`src/rtl/core/rlq_pkg.sv`:
```
package rlq_pkg;

  // Table size and derived index width
  localparam int NUM_TASKS = 64;
  localparam int IDX_W     = (NUM_TASKS > 1) ? $clog2(NUM_TASKS) : 1;

  // Fixed field widths of the request and result transactions
  localparam int TASK_W = 6;
  localparam int ERR_W  = 2;

  typedef logic [IDX_W-1:0]  idx_t;
  typedef logic [TASK_W-1:0] task_t;

  // Requested operation
  typedef enum logic [0:0] {
    FUNC_ADD    = 1'b0,
    FUNC_REMOVE = 1'b1
  } func_t;

  // Result status
  typedef enum logic [ERR_W-1:0] {
    ERR_OK              = 2'd0,
    ERR_ADD_LISTED      = 2'd1,
    ERR_REMOVE_UNLISTED = 2'd2
  } err_t;

  // Request held in the working stage
  typedef struct packed {
    func_t func;
    idx_t  idx;
    logic  in_range;
  } req_t;

  // Map a task number onto a table index
  function automatic idx_t to_idx(input task_t t);
    return IDX_W'(t);
  endfunction

  // True when a task number has a table entry
  function automatic logic task_in_range(input task_t t);
    return (32'(t) < NUM_TASKS);
  endfunction

endpackage

```
`src/rtl/core/ready_list_linked_queue_top.sv`:
```
// Ready list of task numbers kept as a circular doubly linked list.
//
// Request channel (in_valid/in_ready): func selects add at tail or remove,
// task_req names the task. Result channel (out_valid/out_ready): every
// request returns one transaction with list_empty, first_task (head after
// the step, 0 when empty) and error (add of a listed task, remove of an
// unlisted task; a refused request leaves the list unchanged).
//
// The request and the link words read for it are registered in the working
// stage, then one pass of logic updates the list and loads the result
// register. One request is taken per cycle while out_ready holds.
// The next and previous link tables are single-port-write RAMs; the tail's
// next link and the head's previous link are implied by the head and tail
// registers, so each request writes each table at most once.
//
// Reset empties the list at once (membership bits clear together); no
// sweep of the link tables is needed. When out_ready is low the result
// holds, one more request waits in the working stage, and in_ready drops.
module ready_list_linked_queue_top (
  input  logic                  clk,
  input  logic                  rst,
  input  logic                  in_valid,
  output logic                  in_ready,
  input  logic                  func,
  input  logic [5:0]            task_req,
  output logic                  out_valid,
  input  logic                  out_ready,
  output logic                  list_empty,
  output logic [5:0]            first_task,
  output logic [1:0]            error
);

  import rlq_pkg::*;

  // List state
  logic [NUM_TASKS-1:0] listed, listed_next;
  idx_t                 head, head_next;
  idx_t                 tail, tail_next;
  logic                 empty_flag, empty_next;

  // Working stage
  logic a_valid;
  req_t a_req;
  logic next_byp, prev_byp;
  idx_t next_byp_data, prev_byp_data;

  // Link table ports
  logic next_we, prev_we;
  idx_t next_waddr, prev_waddr, next_wdata, prev_wdata;
  idx_t next_rdata, prev_rdata;
  idx_t in_idx;

  logic advance, accept;
  logic a_listed, ok;
  idx_t next_rd, prev_rd, nxt, prv;
  err_t a_err;

  assign in_idx  = to_idx(task_req);
  assign advance = a_valid && (!out_valid || out_ready);
  assign in_ready = !a_valid || advance;
  assign accept  = in_valid && in_ready;

  rlq_ram #(.WIDTH(IDX_W), .DEPTH(NUM_TASKS)) u_next_ram (
    .clk   (clk),
    .we    (next_we),
    .waddr (next_waddr),
    .wdata (next_wdata),
    .re    (accept),
    .raddr (in_idx),
    .rdata (next_rdata)
  );

  rlq_ram #(.WIDTH(IDX_W), .DEPTH(NUM_TASKS)) u_prev_ram (
    .clk   (clk),
    .we    (prev_we),
    .waddr (prev_waddr),
    .wdata (prev_wdata),
    .re    (accept),
    .raddr (in_idx),
    .rdata (prev_rdata)
  );

  // Capture the request; forward a link written in the same cycle as the read
  always_ff @(posedge clk) begin
    if (rst) begin
      a_valid  <= 1'b0;
      next_byp <= 1'b0;
      prev_byp <= 1'b0;
    end else begin
      if (in_ready) begin
        a_valid <= in_valid;
      end
      if (accept) begin
        next_byp <= next_we && (next_waddr == in_idx);
        prev_byp <= prev_we && (prev_waddr == in_idx);
      end
    end
  end

  always_ff @(posedge clk) begin
    if (accept) begin
      a_req.func     <= func_t'(func);
      a_req.idx      <= in_idx;
      a_req.in_range <= task_in_range(task_req);
      next_byp_data  <= next_wdata;
      prev_byp_data  <= prev_wdata;
    end
  end

  // Resolve neighbors of the requested task
  assign next_rd  = next_byp ? next_byp_data : next_rdata;
  assign prev_rd  = prev_byp ? prev_byp_data : prev_rdata;
  assign nxt      = (a_req.idx == tail) ? head : next_rd;
  assign prv      = (a_req.idx == head) ? tail : prev_rd;
  assign a_listed = a_req.in_range && listed[a_req.idx];

  // Check the request
  always_comb begin
    unique case (a_req.func)
      FUNC_ADD: begin
        ok    = a_req.in_range && !a_listed;
        a_err = ok ? ERR_OK : ERR_ADD_LISTED;
      end
      FUNC_REMOVE: begin
        ok    = a_listed && !empty_flag;
        a_err = ok ? ERR_OK : ERR_REMOVE_UNLISTED;
      end
      default: begin
        ok    = 1'b0;
        a_err = ERR_OK;
      end
    endcase
  end

  // Link update for an accepted add or remove
  always_comb begin
    listed_next = listed;
    head_next   = head;
    tail_next   = tail;
    empty_next  = empty_flag;
    next_we     = 1'b0;
    prev_we     = 1'b0;
    next_waddr  = tail;
    next_wdata  = a_req.idx;
    prev_waddr  = a_req.idx;
    prev_wdata  = tail;
    if (advance && ok) begin
      unique case (a_req.func)
        FUNC_ADD: begin
          listed_next[a_req.idx] = 1'b1;
          tail_next              = a_req.idx;
          if (empty_flag) begin
            head_next  = a_req.idx;
            empty_next = 1'b0;
          end else begin
            next_we = 1'b1;
            prev_we = 1'b1;
          end
        end
        FUNC_REMOVE: begin
          listed_next[a_req.idx] = 1'b0;
          if (nxt == a_req.idx) begin
            head_next  = '0;
            tail_next  = '0;
            empty_next = 1'b1;
          end else begin
            prev_we    = 1'b1;
            prev_waddr = nxt;
            prev_wdata = prv;
            next_we    = 1'b1;
            next_waddr = prv;
            next_wdata = nxt;
            if (a_req.idx == head) begin
              head_next = nxt;
            end
            if (a_req.idx == tail) begin
              tail_next = prv;
            end
          end
        end
        default: begin
          next_we = 1'b0;
        end
      endcase
    end
  end

  // Hold list state
  always_ff @(posedge clk) begin
    if (rst) begin
      listed     <= '0;
      head       <= '0;
      tail       <= '0;
      empty_flag <= 1'b1;
    end else begin
      listed     <= listed_next;
      head       <= head_next;
      tail       <= tail_next;
      empty_flag <= empty_next;
    end
  end

  // Result register
  always_ff @(posedge clk) begin
    if (rst) begin
      out_valid <= 1'b0;
    end else if (advance) begin
      out_valid <= 1'b1;
    end else if (out_ready) begin
      out_valid <= 1'b0;
    end
  end

  always_ff @(posedge clk) begin
    if (advance) begin
      list_empty <= empty_next;
      first_task <= empty_next ? '0 : TASK_W'(head_next);
      error      <= a_err;
    end
  end

  // Empty list has its head at zero and no members
  a_empty_head : assert property (@(posedge clk) disable iff (rst)
    empty_flag |-> (head == '0) && (listed == '0))
    else $error("empty list with head or members set");

  // Non-empty list has listed head and tail
  a_ends_listed : assert property (@(posedge clk) disable iff (rst)
    !empty_flag |-> listed[head] && listed[tail])
    else $error("head or tail not listed");

  // Refused request leaves the list untouched
  a_refused_stable : assert property (@(posedge clk) disable iff (rst)
    (advance && !ok) |=> $stable(listed) && $stable(head) && $stable(tail))
    else $error("refused request changed the list");

  // Single member: head and tail coincide
  a_single_member : assert property (@(posedge clk) disable iff (rst)
    (!empty_flag && $countones(listed) == 1) |-> (head == tail))
    else $error("single member with head and tail apart");

endmodule

```
`src/rtl/core/rlq_ram.sv`:
```
module rlq_ram #(
  parameter int WIDTH = 8,
  parameter int DEPTH = 64
) (
  input  logic                                  clk,
  input  logic                                  we,
  input  logic [(DEPTH > 1 ? $clog2(DEPTH) : 1)-1:0] waddr,
  input  logic [WIDTH-1:0]                      wdata,
  input  logic                                  re,
  input  logic [(DEPTH > 1 ? $clog2(DEPTH) : 1)-1:0] raddr,
  output logic [WIDTH-1:0]                      rdata
);

  logic [WIDTH-1:0] mem [DEPTH];

  // Write one entry, register the read data
  always_ff @(posedge clk) begin
    if (we) begin
      mem[waddr] <= wdata;
    end
    if (re) begin
      rdata <= mem[raddr];
    end
  end

endmodule

```
`config.mk`:
```
export PLATFORM = sky130hd
export DESIGN_NAME = ready_list_linked_queue_top
export DESIGN_NICKNAME = d
export VERILOG_FILES = /design/src/rtl/core/rlq_pkg.sv /design/src/rtl/core/ready_list_linked_queue_top.sv /design/src/rtl/core/rlq_ram.sv
export SDC_FILE = /design/constraint.sdc
export NUM_CORES = 1
export LEC_CHECK = 0
export ABC_AREA = 1
export BUFFER_PORTS_ARGS = -buffer_cell sky130_fd_sc_hd__buf_4
export CELL_PAD_IN_SITES_DETAIL_PLACEMENT = 0
export CELL_PAD_IN_SITES_GLOBAL_PLACEMENT = 1
export CORE_MARGIN = 5
export CORE_UTILIZATION = 32
export CTS_CLUSTER_DIAMETER = 120
export CTS_CLUSTER_SIZE = 16
export DETAILED_ROUTE_END_ITERATION = 6
export PLACE_DENSITY = 0.63
export SYNTH_ARGS = -nofsm -noshare
export SYNTH_HDL_FRONTEND = slang
export SYNTH_SLANG_ARGS = --single-unit
```
`constraint.sdc`:
```
create_clock -name clk -period 5 [get_ports clk]
set_input_delay 1.5 -clock clk [delete_from_list [all_inputs] [get_ports clk]]
set_output_delay 1.5 -clock clk [all_outputs]
set_load 0.03 [all_outputs]
```
[After elaboration in Yosys (flattened, before gate mapping)]
Memory sizes are Yosys's and may differ from the RTL's. A register that Yosys moved wholly into a read port is not among the register bits.
Cells that the tools add are included.
Storage, ports and cells
  register bits after elaboration: 109
  output and inout bits: 11
  bits in latches: 0
  memories: 2
  bits in writable memories: 768
  input port bits: 11
  bits in read-only memories: 0
Operators by class
  mux-type cells: 38
  $lt $le $gt $ge: 2
  $add $sub $neg: 0
  shift-type cells: 0
  reduce and logical (&&, ||, !) cells: 15
  divide/modulo/power cells: 0
  $mul: 0
  equal/unequal tests: 6
  bitwise logic cells: 4
Memories
  u_next_ram.mem: depth 64, width 6, read ports 1, clocked after Yosys merged registers in 1, write ports 1, RTL line rlq_ram.sv:14  | logic [WIDTH-1:0] mem [DEPTH];
  u_prev_ram.mem: depth 64, width 6, read ports 1, clocked after Yosys merged registers in 1, write ports 1, RTL line rlq_ram.sv:14
Operators by type and width (number)
  case mux 64 bit (2 select lines): 1
  two-way mux 6 bit: 16
  AND 64 bit: 1
  NOT 64 bit: 1
  bitwise OR 64 bit: 1
  equality test 6 bit: 5
  case mux 6 bit (2 select lines): 2
  two-way mux 1 bit: 12
  logical AND 1 bit: 7
  < comparator 6 x 7 -> 1 bit (second input constant): 1
  binary-select mux 1 bit (select 6 bit): 1
  demux 1 bit (select 6 bit): 1
  greater-or-equal comparator 6 x 1 -> 1 bit (second input constant): 1
  case mux 1 bit (2 select lines): 3
  logical NOT 1 bit: 4
  case mux 2 bit (2 select lines): 1
  inequality test 3 x 1 -> 1 bit (second input constant): 1
  logical OR 1 bit: 2
  two-way mux 2 bit: 1
  AND reduction 2 bit: 1
  nonzero test 2 bit: 1
  NOT 1 bit: 1

[Depth between registers and ports, before layout]
Gate-level depths: netlist of run 1.
  word-level depth: 8
  mapped depth: 25

[Cells and area by module]
Synthesis of run 1 repeated with hierarchy kept, for this count alone.
Second synthesis, totals
  cells, all modules: 3615
  area total of the unflattened synthesis: 38273.0 um^2
By module, submodules not included
  rlq_ram: sequential area each 11711.2 um^2, times used 2, cells an instance 1376, area each 15990.3 um^2
  ready_list_linked_queue_top: sequential area each 2462.4 um^2, times used 1, cells an instance 863, area each 6292.3 um^2

[Worst setup path before layout of run 1]
No wires, ideal clock.
  path type: in2reg
  start point: in out_ready
  end point: mem u_next_ram.mem[62][0] (netlist bit) (enable)
  arrival time: 4.201 ns
  data required time: 4.623 ns
  slack: 0.422 ns
  cell stages on the path: 13
  library setup time: 0.377 ns
  cells stage by stage: inv_1 -> nand2_1 -> nand2_1 -> inv_1 -> nand3_4 -> inv_2 -> buf_4 -> nand2_1 -> nand2_1 -> nand2_1 -> inv_2 -> nand3_4 -> nor3_1
On the way
  elaborated cells on any way between the ends: 7
  classes of those cells: mux: 4; reduce/logical: 3
RTL lines
  from (decl): RTL line ready_list_linked_queue_top.sv:27  | input logic out_ready,
  logical OR 1 bit: RTL line ready_list_linked_queue_top.sv:59  | assign advance = a_valid && (!out_valid || out_ready);
  logical AND 1 bit: RTL line ready_list_linked_queue_top.sv:59
  named net advance: RTL line ready_list_linked_queue_top.sv:53  | logic advance, accept;
  logical AND 1 bit: RTL line ready_list_linked_queue_top.sv:147  | if (advance && ok) begin
  two-way mux 6 bit: RTL line ready_list_linked_queue_top.sv:147
  named net next_waddr[5]: RTL line ready_list_linked_queue_top.sv:49  | idx_t next_waddr, prev_waddr, next_wdata, prev_wdata;
  to (decl): RTL line rlq_ram.sv:14
The timed path passes the listed nets, and every way through them passes these cells.

[Final worst setup path of run 1]
  start point: reg a_req[2] (netlist bit)
  end point: mem u_next_ram.mem[4][0] (netlist bit) (enable)
On the way
  cells in the longest elaborated chain, start to end: 8
  elaborated cells on any way between the ends: 19
  classes of those cells: eq/ne: 3; mux: 13; reduce/logical: 3
Ends and longest elaborated chain
  from (decl): RTL line ready_list_linked_queue_top.sv:43  | req_t a_req;
  binary-select mux 1 bit (select 6 bit) or equality test 6 bit (tied branches): RTL line ready_list_linked_queue_top.sv:115, ready_list_linked_queue_top.sv:113
  two-way mux 1 bit (not written as such) or two-way mux 6 bit (tied branches): RTL line ready_list_linked_queue_top.sv:115, ready_list_linked_queue_top.sv:113
  logical AND 1 bit (tied with other cells): RTL line ready_list_linked_queue_top.sv:125  | ok = a_listed && !empty_flag;
  case mux 1 bit (2 select lines) or two-way mux 1 bit (tied branches): RTL line ready_list_linked_queue_top.sv:119, ready_list_linked_queue_top.sv:162
  logical AND 1 bit or case mux 1 bit (2 select lines) (tied branches): RTL line ready_list_linked_queue_top.sv:147, ready_list_linked_queue_top.sv:148
  two-way mux 1 bit: RTL line ready_list_linked_queue_top.sv:147
  two-way mux 1 bit: RTL line rlq_ram.sv:18  | if (we) begin
  two-way mux 1 bit (not written as such): RTL line rlq_ram.sv:19  | mem[waddr] <= wdata;
Several ways; a longest one is shown, not always the timed one. The select of a mux whose other input is x is not followed.

==> results.yml, run 1 <==
worst_setup_path:
  cp_data_arrival_time_ns: 4.76
  crit_slowest_cell: "edfxtp_1"
  max_stage_delay_ns: 0.60
  critPathMaxFanout: 18
  crit_path_start_kind: "flop"
  crit_required_ns: 5.27
  path_buf_inv: 3
  cpMostUsedCell: "nand2_1"
  path_cells: "inv_2 > buf_4 > nand2_1 > nand2_1 > nor2_4 > nand3_2 > nand2_1 > nand2_1 > nand2_1 > nand2_1 > nor2_1 > nand3_2 > nand2_4 > nor2_1 > nand2_1 > nand2_2 > inv_2 > nand4_2 > nor2_1"
  cp.depth: 19
  r2r_cells: 19
  path_class: "flop to flop"
  endpoint_kind: "flop"
  path_delay_family: "simple AND/OR/NAND/NOR gates"
timing:
  fin_skew_ns: 0.0921
  fin_setup_tns_ns: 0
  finalCriticalPeriod_ns: 4.49
  timing.hold.ws_ns: 0.463
  worstMarginPinSlew_ns: 1.33
  report.final.hold_viol_count: 0
  finalSetupViolCount: 0
  clock.fmax_mhz: 223
  slew-limit-headroom_pct: 11.2
  slew_viol_final: 0
  finalWorstSetupSlack_ns: 0.515
  post-route-period-util_pct: 89.7
  rsz0062_at_grt: "no"
yosys:
  synth_edf_count: 808
  syn_avg_cell_area_um2: 11.4
  synth.area.top_cells: "edfxtp_1 65%, o21ai_0 7.2%, nor2_1 6.7%"
  syn_nets: 3273
  async_reset_ff_share_pct: 0
  ys_seq_area_share_pct: 69.6
  yosys_warnings: 0
  yosysTopAreaCell: "edfxtp_1"
  syn-cell-area_um2: 37200
  synth_cells: 3262
  synth_top_cell_area_share_pct: 65.2
  synth_flop_cell: "edfxtp_1"
  synth.distinct_cells: 48
  ys_ff_latch: 889
clock_network:
  numCtsBuffers: 61
  worstSkewPairLatency_ns: 0.71
  ctsRootBufferMaster: "clkbuf_16"
  cts_max_level: 2
  cts_setup_buffers: 0
  clock-sinks: 889
  clock_path_buffers: 3
  cts_tree: "done"
  ctsResizeCount: 0
  cts_hold_buf: 0
  clkTransAtPathRegs_ns: 0.08
cells_and_area:
  syn_to_final_growth_pct: 9.39
  final_cell_mix: "808 x edfxtp_1, 667 x nor2_1, 537 x o21ai_0"
  final_common_cell: "edfxtp_1"
  seq_area_um2: 25900
  multi_input_area_um2: 9860
  final_core_util_pct: 35.1
  num_antenna_cells: 0
  num-fill-cells: 11405
  nNetsFinal: 3199
  design_area_um2: 40700
  drive_gt1_share_pct: 7.24
floorplan:
  fp.dieArea_um2: 123000
  die_y_um: 351
  coreArea_um2: 116000
  die_width_um: 351
  row_count: 125
  initial_core_util_pct: 32.1
  num_io_pins: 22
placement:
  pre_cts_slack_ns: 0.589
  hpwl_um: 60800
  place_congestion: 0.820
  port_buffers: 21
  place_area_um2: 39000
run_status:
  status: "completed"
drt:
  totalWireLength_um: 102000
  wl_per_cell_um: 21.6
  ant_nets: 0
  drt-pass1-iter-count: 5
  dr.first_iter.drc_count: 2287
  num_vias: 24680
  viasPerCell: 5.21
  route.detailed.drc: 0
global_route:
  antenna_found_initial: 0
  overflow: 0
  grt_pass1_wl_um: 153000
  grt_max_degree: 133
  gr-usage-all-layers_pct: 16.2
  grt_pass1_vias: 23609
hold_path:
  min_path_cells: 2
  hold_path.class: "flop to flop"
power:
  ir_drop_uv: 260
  p_per_area_nw_per_um2: 346
  leakagePower_uw: 0.0129
flow_run:
  cap_violations: 0
## cell usage after synthesis (9+ instances only)
cell type	number
a211oi_1	12
a21oi_1	74
a311oi_1	35
buf_2	14
buf_4	10
clkbuf_1	189
dfxtp_1	81
edfxtp_1	808
inv_1	113
inv_2	10
nand2_1	261
nand2_2	10
nand3_1	59
nand3_2	9
nand4_1	14
nor2_1	667
nor3_1	15
o211ai_1	27
o21ai_0	537
o221ai_1	22
o22ai_1	207
## metrics by stage
step / std cells / power, uW
finish: 4741 / 14100
global route: 4741 / 14600
CTS: 4741 / 14200
detailed placement: 4649 / 9490
global placement: 4649 / 9500
floorplan: 3262 / 9040
## area by class of cell
class	instances	area share (%)
Tap cell	1524	4.69
Sequential cell	889	63.6
Clock inverter	4	0.181
Multi-Input combinational cell	2015	24.2
Timing Repair Buffer	89	1.98
Clock buffer	88	4.00
Inverter	132	1.28
## logic make-up after synthesis
| family | count (synthesis) | share of synthesized area, % |
|---|---|---|
| muxes | 4 | 0.108 |
| xor gates and xnor gates | 3 | 0.0707 |
| DFF | 889 | 69.6 |
| buffers and inverters | 358 | 3.91 |
| and+or+nand+nor | 1067 | 11.9 |
| AOI/OAI and AO/OA | 941 | 14.4 |
## final timing paths
kind / startpoint / to / slack (ns)
max reg2reg: a_req[2] / u_next_ram.mem[4][0] / 0.51
min reg2reg: flop / flop / 0.46
max: a_req[2] / u_next_ram.mem[4][0] / 0.51
min: flop / flop / 0.46
## layer usage
layer  part of all wire, %  wire [um]  track usage [%]
met4                   1.9       1920             3.35
met2                    46      46800             25.9
met5                     0          0                0
met1                    47      47900             23.7
met3                   5.7       5880             2.50
## worst register-to-register path: stages (launching register included)
cell      delay (ns)
edfxtp_1        0.60
inv_2           0.10
buf_4           0.18
nand2_1         0.06
nand2_1         0.07
nor2_4          0.18
nand3_2         0.27
nand2_1         0.17
nand2_1         0.11
nand2_1         0.07
nand2_1         0.05
nor2_1          0.11
nand3_2         0.14
nand2_4         0.23
nor2_1          0.10
nand2_1         0.10
nand2_2         0.19
inv_2           0.24
nand4_2         0.47
nor2_1          0.60
## registers in the layout (all words and copies together) (netlist names), named ones only
register / cells
out_valid: 1
next_byp: 1
list_empty: 1
a_valid: 1
empty_flag: 1
first_task: 6
prev_byp: 1
u_next_ram.rdata: 6
error: 2
a_req: 7
tail: 6
u_prev_ram.rdata: 6
head: 6
u_prev_ram.mem: 384
next_byp_data: 6
u_next_ram.mem: 384
prev_byp_data: 6
## report_power, final
group          total, uW  switching [uW]  internal, uW
Combinational       1120             860           263
Sequential          8200            27.9          8180
Clock               4760            2470          2290
Total              14100            3360         10700
(Power assumes the default switching activity.)
==> inputs of run 2 (changes only) <==
--- a/config.mk
+++ b/config.mk
@@ -10,4 +10,5 @@
 export CELL_PAD_IN_SITES_DETAIL_PLACEMENT = 0
 export CELL_PAD_IN_SITES_GLOBAL_PLACEMENT = 1
+export CORE_ASPECT_RATIO = 0.8
 export CORE_MARGIN = 5
 export CORE_UTILIZATION = 32
==> constraint.sdc (replaced) <==
create_clock -name clk -period 5 [get_ports clk]
set_input_delay 1.5 -clock clk [delete_from_list [all_inputs] [get_ports clk]]
set_output_delay 1.5 -clock clk [all_outputs]
set_load 0.05 [all_outputs]
==> results.yml, run 2 (same netlist as run 1, synthesis figures left out) <==
global_route:
  overflow: 0
  grt_max_degree: 123
  grt_util_met2_pct: 25.6
  grtUsageMet1_pct: 25.4
  antenna_found_initial: 0
  globalRoute.busiestLayer: "met2"
  grt_pass1_wl_um: 159000
  grt_pass1_vias: 24088
  met3_usage_pct: 2.58
  gr-usage-all-layers_pct: 16.7
power:
  pwr-share-comb_pct: 8.1
  swShare_pct: 24.4
  p_per_area_nw_per_um2: 348
  intPower_uw: 10700
  power_frac_seq_pct: 57.9
  clockPowerShare_pct: 34.0
  ir_drop_uv: 302
  switching_power_uw: 3460
  p_total_uw: 14200
  leakagePower_uw: 0.0129
floorplan:
  initial_core_util_pct: 32.3
  fp.dieArea_um2: 123000
  row_count: 111
  die_width_um: 391
  num_io_pins: 22
  coreArea_um2: 115000
  die_y_um: 315
timing:
  clock.fmax_mhz: 226
  slew-limit-headroom_pct: 16.7
  finalCriticalPeriod_ns: 4.43
  worstMarginPinSlew_ns: 1.25
  slew_viol_final: 0
  report.final.hold_viol_count: 0
  finalSetupViolCount: 0
  post-route-period-util_pct: 88.6
  fin_setup_tns_ns: 0
  rsz0062_at_grt: "no"
  fin_skew_ns: 0.0516
worst_setup_path:
  cp_data_arrival_time_ns: 4.71
  crit_slowest_cell: "edfxtp_1"
  critPathMaxFanout: 18
  path_cells: "inv_2 > nand2_1 > nand2_1 > nor2_4 > nand3_2 > nand2_1 > nand2_1 > nand2_1 > nand2_1 > nor2_1 > nand3_2 > nand2_4 > nor2_1 > nand2_1 > nand2_2 > inv_2 > nand4_2 > nor2_1"
  cpMostUsedCell: "nand2_1"
  crit_required_ns: 5.28
  path_class: "flop to flop"
  crit_path_start_kind: "flop"
  max_stage_delay_ns: 0.62
  endpoint_kind: "flop"
placement:
  hpwl_um: 63000
  port_buffers: 21
  post-place-cells: 4652
  place_congestion: 0.842
drt:
  dr.first_iter.drc_count: 2333
  totalWireLength_um: 106000
  wl_per_cell_um: 22.3
  num_vias: 25109
  viasPerCell: 5.29
  ant_nets: 0
  drt-pass1-iter-count: 6
  route.detailed.drc: 0
cells_and_area:
  nNetsFinal: 3201
  largestRegisters: "u_next_ram.mem: 384 flops, u_prev_ram.mem: 384 flops, a_req: 7 flops"
  final_cell_mix: "808 x edfxtp_1, 667 x nor2_1, 537 x o21ai_0"
  num_antenna_cells: 0
  final_core_util_pct: 35.4
  seq_area_um2: 25900
  final_common_cell: "edfxtp_1"
  drive_gt1_share_pct: 7.29
  multi_input_area_um2: 9860
  num-fill-cells: 11396
  final_cells: 4750
  syn_to_final_growth_pct: 9.56
clock_network:
  cts_max_level: 2
  clock_path_buffers: 3
  clock-sinks: 889
  worstSkewPairLatency_ns: 0.68
  cts_tree: "done"
  ctsResizeCount: 0
  clkTransAtPathRegs_ns: 0.07
  cts_setup_buffers: 0
  numCtsBuffers: 61
  cts_hold_buf: 0
  ctsRootBufferMaster: "clkbuf_16"
flow_run:
  cap_violations: 0
run_status:
  status: "completed"
hold_path:
  hold_path.class: "flop to flop"
[run 2: final cells by class]
| class | instances | area share, % |
|---|---|---|
| clock inverter | 5 | 0.215 |
| multi-input combinational | 2015 | 24.2 |
| sequential | 889 | 63.5 |
| inverter | 132 | 1.28 |
| tap | 1525 | 4.68 |
| timing repair buffer | 91 | 2.04 |
| clock buffer | 93 | 4.04 |
[run 2: metal layers]
layer / part of all wire [%] / up-vias
li1: - / 11663
met4: 1.7 / 0
met5: 0 / -
met3: 6.0 / 108
met2: 44 / 752
met1: 48 / 12586
[run 2: final timing paths]
kind              slack (ns)  cells past startpoint  startpoint               endpoint
hold reg to reg         0.46                      2        flop                   flop
setup / recovery        0.57                     18    a_req[3]  u_next_ram.mem[52][0]
hold / removal          0.46                      2        flop                   flop
setup reg to reg        0.57                     18    a_req[3]  u_next_ram.mem[52][0]
[run 2: power groups by stage]
stage	Combinational (uW)	Sequential (uW)	Clock, uW
3_3_place_gp	1160	8370	0
5_1_grt	1250	8200	5240
6_report	1150	8200	4820
3_5_place_dp	1150	8370	0
2_1_floorplan	681	8370	0
4_1_cts	1150	8200	4950
[run 2: per-stage QoR]
| step | hold WS (ns) | area, um^2 | setup slack (ns) |
|---|---|---|---|
| after global placement | 0.441 | 39000 | 0.671 |
| after global routing | 0.482 | 40700 | 0.226 |
| final | 0.457 | 40700 | 0.569 |
| after floorplan | 0.429 | 37200 | 0.416 |
| after detailed placement | 0.449 | 39000 | 0.601 |
| after CTS | 0.461 | 40700 | 0.598 |
[run 2: critical path: cells and delay by family, from the launching register on]
kind                   cells  cell delay [ns]
flip-flops                 1             0.62
buffers and inverters      2             0.42
AND/OR/NAND/NOR           16             2.98
